`src/rtl/utrg_pkg.sv`:
```
package utrg_pkg;

	// Command codes carried in the request item.
	localparam logic [2:0] CMD_PUT    = 3'd0;
	localparam logic [2:0] CMD_GET    = 3'd1;
	localparam logic [2:0] CMD_SEND   = 3'd2;
	localparam logic [2:0] CMD_TXDONE = 3'd3;
	localparam logic [2:0] CMD_RXBYTE = 3'd4;

	// Status codes returned with each result.
	localparam logic [1:0] STATUS_OK       = 2'd0;
	localparam logic [1:0] STATUS_TX_FULL  = 2'd1;
	localparam logic [1:0] STATUS_RX_EMPTY = 2'd2;
	localparam logic [1:0] STATUS_TX_EMPTY = 2'd3;

	// Source of the result byte once the ring read returns.
	localparam logic [1:0] DSEL_ZERO = 2'd0;
	localparam logic [1:0] DSEL_TX   = 2'd1;
	localparam logic [1:0] DSEL_RX   = 2'd2;

	localparam logic [7:0] STOP_CHAR_RESET = 8'd10;

	typedef struct packed {
		logic [2:0] cmd;
		logic [7:0] data_byte;
	} req_t;

	typedef struct packed {
		logic [1:0]  status;
		logic [7:0]  data_out;
		logic        rx_overwrote;
		logic        radio_enable;
		logic        send_request;
		logic [15:0] stop_count;
		logic [3:0]  tx_fill;
		logic [3:0]  rx_fill;
	} rsp_t;

	// Result of one item before the ring read data is merged in.
	typedef struct packed {
		logic [1:0]  status;
		logic [1:0]  dsel;
		logic        rx_overwrote;
		logic        radio_enable;
		logic        send_request;
		logic [15:0] stop_count;
		logic [3:0]  tx_fill;
		logic [3:0]  rx_fill;
	} partial_t;

endpackage

```
`src/rtl/utrg_ring_ram.sv`:
```
module utrg_ring_ram #(
	parameter int DEPTH  = 16,
	parameter int ADDR_W = 4
) (
	input  logic              clk,
	input  logic              we,
	input  logic [ADDR_W-1:0] waddr,
	input  logic [7:0]        wdata,
	input  logic              re,
	input  logic [ADDR_W-1:0] raddr,
	output logic [7:0]        rdata
);

	logic [7:0] mem [DEPTH];
	logic [7:0] rdata_q;

	// Write port.
	always_ff @(posedge clk) begin
		if (we) begin
			mem[waddr] <= wdata;
		end
	end

	// Registered read port; the data holds until the next read.
	always_ff @(posedge clk) begin
		if (re) begin
			rdata_q <= mem[raddr];
		end
	end

	assign rdata = rdata_q;

endmodule

```
`src/rtl/utrg_ctrl.sv`:
```
module utrg_ctrl #(
	parameter int RING_DEPTH = 16,
	parameter int PTR_W      = 4
) (
	input  logic                clk,
	input  logic                arst_n,
	input  logic                accept,
	input  utrg_pkg::req_t      req,
	input  logic                cfg_we,
	input  logic [7:0]          cfg_wdata,
	output logic                tx_we,
	output logic [PTR_W-1:0]    tx_waddr,
	output logic                tx_re,
	output logic [PTR_W-1:0]    tx_raddr,
	output logic                rx_we,
	output logic [PTR_W-1:0]    rx_waddr,
	output logic                rx_re,
	output logic [PTR_W-1:0]    rx_raddr,
	output logic [7:0]          wdata,
	output utrg_pkg::partial_t  result
);

	// Fill arithmetic needs room for the depth and at least the four reported bits.
	localparam int CW = (PTR_W + 1 > 4) ? PTR_W + 1 : 4;
	localparam logic [PTR_W-1:0] LAST  = PTR_W'(RING_DEPTH - 1);
	localparam logic [CW-1:0]    DEPTH_C = CW'(RING_DEPTH);

	logic [PTR_W-1:0] tx_head_q, tx_tail_q, rx_head_q, rx_tail_q;
	logic [PTR_W-1:0] tx_head_d, tx_tail_d, rx_head_d, rx_tail_d;
	logic             radio_q, radio_d, request_q, request_d;
	logic [15:0]      stop_cnt_q, stop_cnt_d;
	logic [7:0]       stop_char_q;
	logic [1:0]       status;
	logic [1:0]       dsel;
	logic             overwrote;
	logic [CW-1:0]    tx_fill_w, rx_fill_w;

	function automatic logic [PTR_W-1:0] ring_next(input logic [PTR_W-1:0] p);
		ring_next = (p == LAST) ? '0 : p + PTR_W'(1);
	endfunction

	function automatic logic [CW-1:0] ring_fill(input logic [PTR_W-1:0] head,
		input logic [PTR_W-1:0] tail);
		logic [CW-1:0] h;
		logic [CW-1:0] t;
		h = CW'(head);
		t = CW'(tail);
		ring_fill = (h >= t) ? h - t : h + DEPTH_C - t;
	endfunction

	// Decode one item: pointer moves, flag updates and ring accesses.
	always_comb begin
		tx_head_d  = tx_head_q;
		tx_tail_d  = tx_tail_q;
		rx_head_d  = rx_head_q;
		rx_tail_d  = rx_tail_q;
		radio_d    = radio_q;
		request_d  = request_q;
		stop_cnt_d = stop_cnt_q;
		status     = utrg_pkg::STATUS_OK;
		dsel       = utrg_pkg::DSEL_ZERO;
		overwrote  = 1'b0;
		tx_we      = 1'b0;
		tx_re      = 1'b0;
		rx_we      = 1'b0;
		rx_re      = 1'b0;
		case (req.cmd)
			utrg_pkg::CMD_PUT: begin
				if (ring_next(tx_head_q) == tx_tail_q) begin
					status = utrg_pkg::STATUS_TX_FULL;
				end else begin
					tx_we     = accept;
					tx_head_d = ring_next(tx_head_q);
					radio_d   = 1'b1;
					request_d = 1'b1;
				end
			end
			utrg_pkg::CMD_GET: begin
				if (rx_head_q == rx_tail_q) begin
					status = utrg_pkg::STATUS_RX_EMPTY;
				end else begin
					rx_re     = accept;
					dsel      = utrg_pkg::DSEL_RX;
					rx_tail_d = ring_next(rx_tail_q);
				end
			end
			utrg_pkg::CMD_SEND: begin
				if (tx_head_q == tx_tail_q) begin
					status    = utrg_pkg::STATUS_TX_EMPTY;
					request_d = 1'b0;
				end else begin
					if (ring_next(tx_tail_q) == tx_head_q) begin
						request_d = 1'b0;
					end
					tx_re     = accept;
					dsel      = utrg_pkg::DSEL_TX;
					tx_tail_d = ring_next(tx_tail_q);
				end
			end
			utrg_pkg::CMD_TXDONE: begin
				if (tx_head_q == tx_tail_q) begin
					radio_d = 1'b0;
				end
			end
			utrg_pkg::CMD_RXBYTE: begin
				// A full ring drops its oldest byte to make room.
				if (ring_next(rx_head_q) == rx_tail_q) begin
					rx_tail_d = ring_next(rx_tail_q);
					overwrote = 1'b1;
				end
				rx_we     = accept;
				rx_head_d = ring_next(rx_head_q);
				if (req.data_byte == stop_char_q) begin
					stop_cnt_d = stop_cnt_q + 16'd1;
				end
			end
			default: begin
			end
		endcase
	end

	assign tx_waddr = tx_head_q;
	assign tx_raddr = tx_tail_q;
	assign rx_waddr = rx_head_q;
	assign rx_raddr = rx_tail_q;
	assign wdata    = req.data_byte;

	// Fill levels after this item, reported modulo sixteen.
	assign tx_fill_w = ring_fill(tx_head_d, tx_tail_d);
	assign rx_fill_w = ring_fill(rx_head_d, rx_tail_d);

	always_comb begin
		result.status       = status;
		result.dsel         = dsel;
		result.rx_overwrote = overwrote;
		result.radio_enable = radio_d;
		result.send_request = request_d;
		result.stop_count   = stop_cnt_d;
		result.tx_fill      = tx_fill_w[3:0];
		result.rx_fill      = rx_fill_w[3:0];
	end

	// Control state commits on each transfer.
	always_ff @(posedge clk or negedge arst_n) begin
		if (!arst_n) begin
			tx_head_q  <= '0;
			tx_tail_q  <= '0;
			rx_head_q  <= '0;
			rx_tail_q  <= '0;
			radio_q    <= 1'b0;
			request_q  <= 1'b0;
			stop_cnt_q <= '0;
		end else if (accept) begin
			tx_head_q  <= tx_head_d;
			tx_tail_q  <= tx_tail_d;
			rx_head_q  <= rx_head_d;
			rx_tail_q  <= rx_tail_d;
			radio_q    <= radio_d;
			request_q  <= request_d;
			stop_cnt_q <= stop_cnt_d;
		end
	end

	// Stop character register.
	always_ff @(posedge clk or negedge arst_n) begin
		if (!arst_n) begin
			stop_char_q <= utrg_pkg::STOP_CHAR_RESET;
		end else if (cfg_we) begin
			stop_char_q <= cfg_wdata;
		end
	end

endmodule

```
`src/rtl/uart_tx_rx_fifo_with_radio_gate_top.sv`:
```
// Channel    Signals                          Transfer when
// request    req_valid, req_ready, req        req_valid && req_ready
// response   rsp_valid, rsp_ready, rsp        rsp_valid && rsp_ready
// config     cfg_we, cfg_wdata (stop char)    cfg_we
//
// A response is valid once the middle stage advances: pointers, flags and ring
// writes commit at the transfer edge, the ring read is registered at that same edge,
// and the byte joins the output register with that advance. A new request is taken
// every cycle while the response side keeps up. Reset clears pointers, flags, the stop
// counter and sets the stop character to ten; ring contents are not cleared. A stalled
// response holds the middle stage, which then holds back the request side.
module uart_tx_rx_fifo_with_radio_gate_top #(
	parameter int RING_DEPTH = 16
) (
	input  logic           clk,
	input  logic           arst_n,
	input  logic           req_valid,
	output logic           req_ready,
	input  utrg_pkg::req_t req,
	output logic           rsp_valid,
	input  logic           rsp_ready,
	output utrg_pkg::rsp_t rsp,
	input  logic           cfg_we,
	input  logic [7:0]     cfg_wdata
);

	localparam int PTR_W = $clog2(RING_DEPTH);

	logic               accept;
	logic               tx_we, tx_re, rx_we, rx_re;
	logic [PTR_W-1:0]   tx_waddr, tx_raddr, rx_waddr, rx_raddr;
	logic [7:0]         wdata, tx_rdata, rx_rdata;
	utrg_pkg::partial_t result;
	utrg_pkg::partial_t res_s1;
	logic               valid_s1;
	logic               advance;
	logic [7:0]         data_sel;
	logic               rsp_valid_q;
	utrg_pkg::rsp_t     rsp_q;

	utrg_ctrl #(
		.RING_DEPTH(RING_DEPTH),
		.PTR_W     (PTR_W)
	) u_ctrl (
		.clk      (clk),
		.arst_n   (arst_n),
		.accept   (accept),
		.req      (req),
		.cfg_we   (cfg_we),
		.cfg_wdata(cfg_wdata),
		.tx_we    (tx_we),
		.tx_waddr (tx_waddr),
		.tx_re    (tx_re),
		.tx_raddr (tx_raddr),
		.rx_we    (rx_we),
		.rx_waddr (rx_waddr),
		.rx_re    (rx_re),
		.rx_raddr (rx_raddr),
		.wdata    (wdata),
		.result   (result)
	);

	utrg_ring_ram #(
		.DEPTH (RING_DEPTH),
		.ADDR_W(PTR_W)
	) u_tx_ram (
		.clk  (clk),
		.we   (tx_we),
		.waddr(tx_waddr),
		.wdata(wdata),
		.re   (tx_re),
		.raddr(tx_raddr),
		.rdata(tx_rdata)
	);

	utrg_ring_ram #(
		.DEPTH (RING_DEPTH),
		.ADDR_W(PTR_W)
	) u_rx_ram (
		.clk  (clk),
		.we   (rx_we),
		.waddr(rx_waddr),
		.wdata(wdata),
		.re   (rx_re),
		.raddr(rx_raddr),
		.rdata(rx_rdata)
	);

	// Handshake: the middle stage moves on when the output register is free.
	assign advance   = valid_s1 && (!rsp_valid_q || rsp_ready);
	assign req_ready = !valid_s1 || advance;
	assign accept    = req_valid && req_ready;

	// Middle stage waits for the ring read.
	always_ff @(posedge clk or negedge arst_n) begin
		if (!arst_n) begin
			valid_s1 <= 1'b0;
		end else if (req_ready) begin
			valid_s1 <= req_valid;
		end
	end

	always_ff @(posedge clk) begin
		if (accept) begin
			res_s1 <= result;
		end
	end

	// Pick the returned byte.
	always_comb begin
		case (res_s1.dsel)
			utrg_pkg::DSEL_TX: data_sel = tx_rdata;
			utrg_pkg::DSEL_RX: data_sel = rx_rdata;
			default:           data_sel = 8'd0;
		endcase
	end

	// Output register.
	always_ff @(posedge clk or negedge arst_n) begin
		if (!arst_n) begin
			rsp_valid_q <= 1'b0;
		end else if (advance) begin
			rsp_valid_q <= 1'b1;
		end else if (rsp_ready) begin
			rsp_valid_q <= 1'b0;
		end
	end

	always_ff @(posedge clk) begin
		if (advance) begin
			rsp_q.status       <= res_s1.status;
			rsp_q.data_out     <= data_sel;
			rsp_q.rx_overwrote <= res_s1.rx_overwrote;
			rsp_q.radio_enable <= res_s1.radio_enable;
			rsp_q.send_request <= res_s1.send_request;
			rsp_q.stop_count   <= res_s1.stop_count;
			rsp_q.tx_fill      <= res_s1.tx_fill;
			rsp_q.rx_fill      <= res_s1.rx_fill;
		end
	end

	assign rsp_valid = rsp_valid_q;
	assign rsp       = rsp_q;

endmodule

```
`config.mk`:
```
export PLATFORM = sky130hd
export DESIGN_NAME = uart_tx_rx_fifo_with_radio_gate_top
export DESIGN_NICKNAME = d
export VERILOG_FILES = /design/src/rtl/utrg_pkg.sv /design/src/rtl/utrg_ring_ram.sv /design/src/rtl/utrg_ctrl.sv /design/src/rtl/uart_tx_rx_fifo_with_radio_gate_top.sv
export SDC_FILE = /design/constraint.sdc
export NUM_CORES = 1
export LEC_CHECK = 0
export BUFFER_PORTS_ARGS = -buffer_cell sky130_fd_sc_hd__buf_4
export CAP_MARGIN = 20
export CORE_MARGIN = 2
export CORE_UTILIZATION = 61
export DETAILED_ROUTE_END_ITERATION = 8
export GPL_TIMING_DRIVEN = 0
export PLACE_DENSITY = 0.89
export SYNTH_ARGS = -nofsm -noshare
export SYNTH_HDL_FRONTEND = slang
export SYNTH_SLANG_ARGS = --single-unit
```
`constraint.sdc`:
```
create_clock -name clk -period 4.1 [get_ports clk]
set_input_delay 0.205 -clock clk [delete_from_list [all_inputs] [get_ports clk]]
set_output_delay 0.205 -clock clk [all_outputs]
set_load 0.05 [all_outputs]
```
Word-level counts from Yosys, hierarchy flattened
Memory sizes are Yosys's and may differ from the RTL's. A register that Yosys moved wholly into a read port is not among the register bits. Index checks and enable logic that the tools add are counted.

Equal/unequal tests: 16. Magnitude comparators: 2. Reductions and logical operators: 8. Add/sub/neg operators: 11. Multiplexer cells: 45.

Operators by type and width (count): $mux 4 (13); $mux 16 (2); $add 4x1->4 const B (6); $mux 1 (21); $eq 4x4->1 (5); $add 16x1->16 const B (1); $eq 4x4->1 const B (4); $pmux 8 s2 (1); $sub 4x4->4 (4); $eq 8x8->1 (1); $ge 4x4->1 (2); $pmux 4 s2 (1); $eq 3x2->1 const B (2); $mux 2 (3); $pmux 2 s3 (1); $pmux 1 s2 (2); $pmux 2 s2 (1); $eq 3x1->1 const B (1); $eq 3x3->1 const B (1); $logic_not 3->1 (1); $eq 2x1->1 const B (1); $eq 2x2->1 const B (1); $logic_and 1x1->1 (2); $logic_not 1->1 (2); other kinds (2) (3).

RAM bits: 256. Bits in registers: 112. Memories kept: 2. Output and inout port bits: 39.

Memories: u_rx_ram.mem (words 16, width 8, rd ports 1, clocked after memory_dff 1, write ports 1, line utrg_ring_ram.sv:14) `logic [7:0] mem [DEPTH];`; u_tx_ram.mem (words 16, width 8, rd ports 1, clocked after memory_dff 1, write ports 1, line utrg_ring_ram.sv:14).

Depth between registers and ports, before layout
Depth in word-level cells: 9. Depth in mapped cells: 15.

By module
Synthesis repeated with hierarchy kept, for this count alone.

Cells, all modules: 904. Area, all modules: 16041.6 um2.

Modules (own cells, without submodules): utrg_ring_ram (area an instance 5227.5 um2, cells each 229, instances 2); utrg_ctrl (area an instance 3255.6 um2, cells each 347, instances 1); uart_tx_rx_fifo_with_radio_gate_top (area an instance 2331.0 um2, cells each 99, instances 1).

Least setup slack after synthesis
No wires, ideal clock.

Kind: flip-flop to flip-flop. Start: reg u_ctrl.tx_head_q[1] (netlist: u_ctrl.tx_waddr[1]). End: reg res_s1[7] (netlist bit) (data pin). Stages on the path, launching flop included: 14. Slack: 0.850 ns. Setup time: 0.260 ns. Buffers on the path: 1. Data arrival time: 2.990 ns. Period minus slack after synthesis: 3.250 ns. Cell sequence: dfrtp_1 ha_1 a21oi_1 o21a_1 or3_1 a21oi_1 or4_1 buf_2 mux2_2 ha_1 a21o_1 a21oi_1 xor2_1 xnor2_1.

RTL lines: start: declaration (line utrg_ctrl.sv:28) `logic [PTR_W-1:0] tx_head_q, tx_tail_q, rx_head_q, rx_tail_q;`; start signal: assignment (line utrg_ctrl.sv:154) `tx_head_q <= tx_head_d;`; end signal: assignment (line uart_tx_rx_fifo_with_radio_gate_top.sv:105) `res_s1 <= result;`; end: declaration (line uart_tx_rx_fifo_with_radio_gate_top.sv:34) `utrg_pkg::partial_t res_s1;`.

==> results.txt <==
initial drt markers: 1025
RSZ-0062 raised after global routing: no
Final min period: 3880 ps
non-filler instance count after layout: 1415
Final Cell Area: 18200 um2
Core Region: 25800 um2
fin. max-slew vios: 0
Arr. time, crit path: 4150 ps
reg2reg path depth: 13
asr flop ratio synth: 11.5%
initial core utilization: 61.5%
Site Rows: 59
Met3 Wirelength: 2910 um
LEAKAGE: 6.42 nW
Cell Int Power: 8.12 mW
clk slew on worst S/H paths: 70 ps
hold crit path type: primary input to flop
maximum VDD drop: 0.506 mV
Crit Path Class: flop to flop
Critical Path Sink Type: flop
status: complete, no violations
layout cells sized above 1: 21.5%
Avg Inst Size Synth: 17.0 um2
Max Root-Sink Buffers: 3
Highest Signal Layer: met4
setup TNS: 0 ps
CTS Root Cell: clkbuf_16
fillers: 1464
crit share post-route: 94.6%
register area share after synthesis: 71.4%
gp weighted congestion: 0.917
Post-synth EDFFs: 340
max-cap viol count: 0
post-synthesis cell type count: 56
FF-to-FF setup slack: 220 ps
area delta synth->final: 14.9%
Worst Hold End: res_s1[28]
DRT antenna net count: 0
delay-heaviest family, CP: compound AO/OA/AOI/OAI gates
flops & latches, synth: 384
syn_nets: 978
CTS buffer count: 37
Residual DRC: 0
Die H: 165 um
DIE AREA: 27300 um2
Slew HR: 32.6%
Critical-path top delay cell: dfrtp_1
cts repair resizes: 0
met1 WL: 13400 um
sw power: 3.53 mW
most frequent cells in the layout: edfxtp_1 (340), buf_4 (61), nand2_1 (59)
CP most frequent cell: a21oi_1
clock network power share: 31.6%
cell area power density: 640 nW/um2
most common cell after layout, fill and taps aside: edfxtp_1
Startpoint Class: flop
gr ovfl total: 0
cell chain of the critical path: ha_1 > a21oi_1 > o21a_1 > or3_1 > a21oi_1 > or4_1 > buf_2 > mux2_2 > ha_1 > a21o_1 > a21oi_1 > xor2_1 > xnor2_1
switch share: 30.3%
Vias: 8959
global-route wire length before repair: 52900 um
TritonRoute pass-1 iters: 6
I/O Pins: 63
TritonCTS clock tree: yes
clk sinks: 384
Syn. warnings: 0
WP buf/inv: 1
Slew @ Worst Pin: 1010 ps
RR Endpoint: res_s1[7]
HP Start: req[9]
main flop type after synthesis: edfxtp_1
vias per cell: 6.33
final wirelength: 35400 um
hold_ws: 107 ps
met2 wire length: 17600 um
initial antenna violation count: 1
CTS Hold Bufs: 12
die width: 165 um
H-tree depth: 2
largest net degree at the start of global routing: 45
sequential power share: 40.6%
hold path depth: 2
CP max FO: 8
setup violators final: 0
vias in the first global route: 8894
nets: 1095
Fin. Hold Viols: 0
RR Startpoint: u_ctrl.tx_waddr[1]
Comb power frac: 27.8%
dpl hpwl: 21200 um
Max stage delay on crit path: 570 ps
drt wl/cell: 25.0 um
CP required: 4370 ps
post-CTS setup buffer count: 0
fmax: 0.258 GHz
Final Skew: 27.4 ps
dpl cells: 1336
Mapped Cells: 935
worst skew pair latency: 540 ps
all-layer global routing usage: 26.7%
Port Buf Inserts: 59
post-synthesis cell area: 15900 um2
placed inst area: 16800 um2
-- metrics by stage --
stage	worst slack (ps)	utilization [%]	total power [mW]
2_1_floorplan	850	-	7.03
3_3_place_gp	352	64.9	7.75
3_5_place_dp	420	65.1	7.89
4_1_cts	315	70.7	11.6
5_1_grt	52.4	70.7	12.0
6_report	222	70.7	11.7
-- power by group through the flow --
stage                     Combinational [mW]  Sequential (mW)  Clock, mW
final                                   3.24             4.74       3.68
after global routing                    3.43             4.75       3.84
after CTS                               3.18             4.73       3.71
after detailed placement                3.09             4.80          0
after global placement                  2.96             4.79          0
after floorplan                         2.12             4.92          0
-- routing by layer --
layer  vias to the layer above  global-route usage, %
met5                         -                      0
li1                       3822                      -
met4                         0                   11.4
met1                      4466                   36.5
met2                       561                   43.2
met3                       110                   4.27
-- flip-flops by register name (all words and copies together) (netlist names), 8 cells and up --
register            count
u_rx_ram.rdata          8
u_ctrl.stop_char_q      8
res_s1                 31
u_tx_ram.rdata          8
u_ctrl.stop_cnt_q      16
u_rx_ram.mem          128
rsp                    37
u_tx_ram.mem          128
-- synth_stat cells (2+ instances only) --
master,count,area share [%]
o31ai_1,3,0.14
a21oi_1,15,0.47
nand2b_1,9,0.36
nand4_1,5,0.20
a21boi_0,2,0.095
nor3_1,15,0.47
xor2_2,2,0.21
or3_1,4,0.16
a22oi_1,16,0.76
buf_2,14,0.44
clkbuf_1,27,0.64
a21o_1,2,0.095
nand2_1,59,1.4
or4_1,2,0.095
xor2_1,35,1.9
buf_1,3,0.071
mux2i_1,31,2.0
mux4_2,56,8.0
inv_1,20,0.47
o21ai_0,29,0.92
xnor2_1,36,2.0
a31oi_1,5,0.20
nand3_1,11,0.35
mux2_2,21,1.5
dfstp_2,2,0.33
ha_1,18,1.4
edfxtp_1,340,64
a221oi_1,8,0.44
nor2_1,54,1.3
nor4_1,4,0.16
dfrtp_1,42,6.6
and2_1,7,0.28
and3_1,15,0.59
-- worst max-delay path by stage --
stage                         endpoint  slack [ps]               start  depth (start not counted)
global placement    u_tx_ram.mem[3][7]         350  u_ctrl.tx_waddr[1]                          8
CTS                          res_s1[7]         320  u_ctrl.tx_waddr[1]                         13
detailed placement           res_s1[7]         420  u_ctrl.tx_waddr[1]                         13
finish                       res_s1[7]         220  u_ctrl.tx_waddr[1]                         13
floorplan                    res_s1[7]         850  u_ctrl.tx_waddr[1]                         13
global route                 res_s1[7]          50  u_ctrl.tx_waddr[1]                         13
-- kinds of logic (layout without fill, tap and decap cells) --
logic type	count (synthesis)	in the layout	share of synthesized area [%]
buffers and inverters	66	210	1.74
and+or+nand+nor	193	193	5.82
xor gates and xnor gates	73	73	4.13
adders and majority gates	20	20	1.62
AOI/OAI and AO/OA	90	90	3.82
DFF	384	384	71.4
muxes	109	109	11.5
other	0	1	0
-- worst register-to-register path: cells and delay by family, from the launching register on --
kind,cells,cell delay [ps]
AO/OA/AOI/OAI,5,920
adder cells (fa/ha/maj),2,710
flip-flops,1,570
AND/OR/NAND/NOR,2,490
multiplexers,1,400
XOR/XNOR,2,290
buffers and inverters,1,230
-- area by class of cell --
type | count | area (um2) | area share [%]
inverters | 20 | 75.1 | 0.412
diodes | 1 | 2.50 | 0.0137
well taps | 335 | 419 | 2.30
flip-flops and latches | 384 | 11300 | 62.1
plain buffers | 46 | 201 | 1.11
clock inverters | 21 | 304 | 1.67
multi-input cells | 485 | 4260 | 23.4
clock buffers | 45 | 1020 | 5.59
repair buffers | 78 | 623 | 3.42
(Power assumes the default switching activity.)
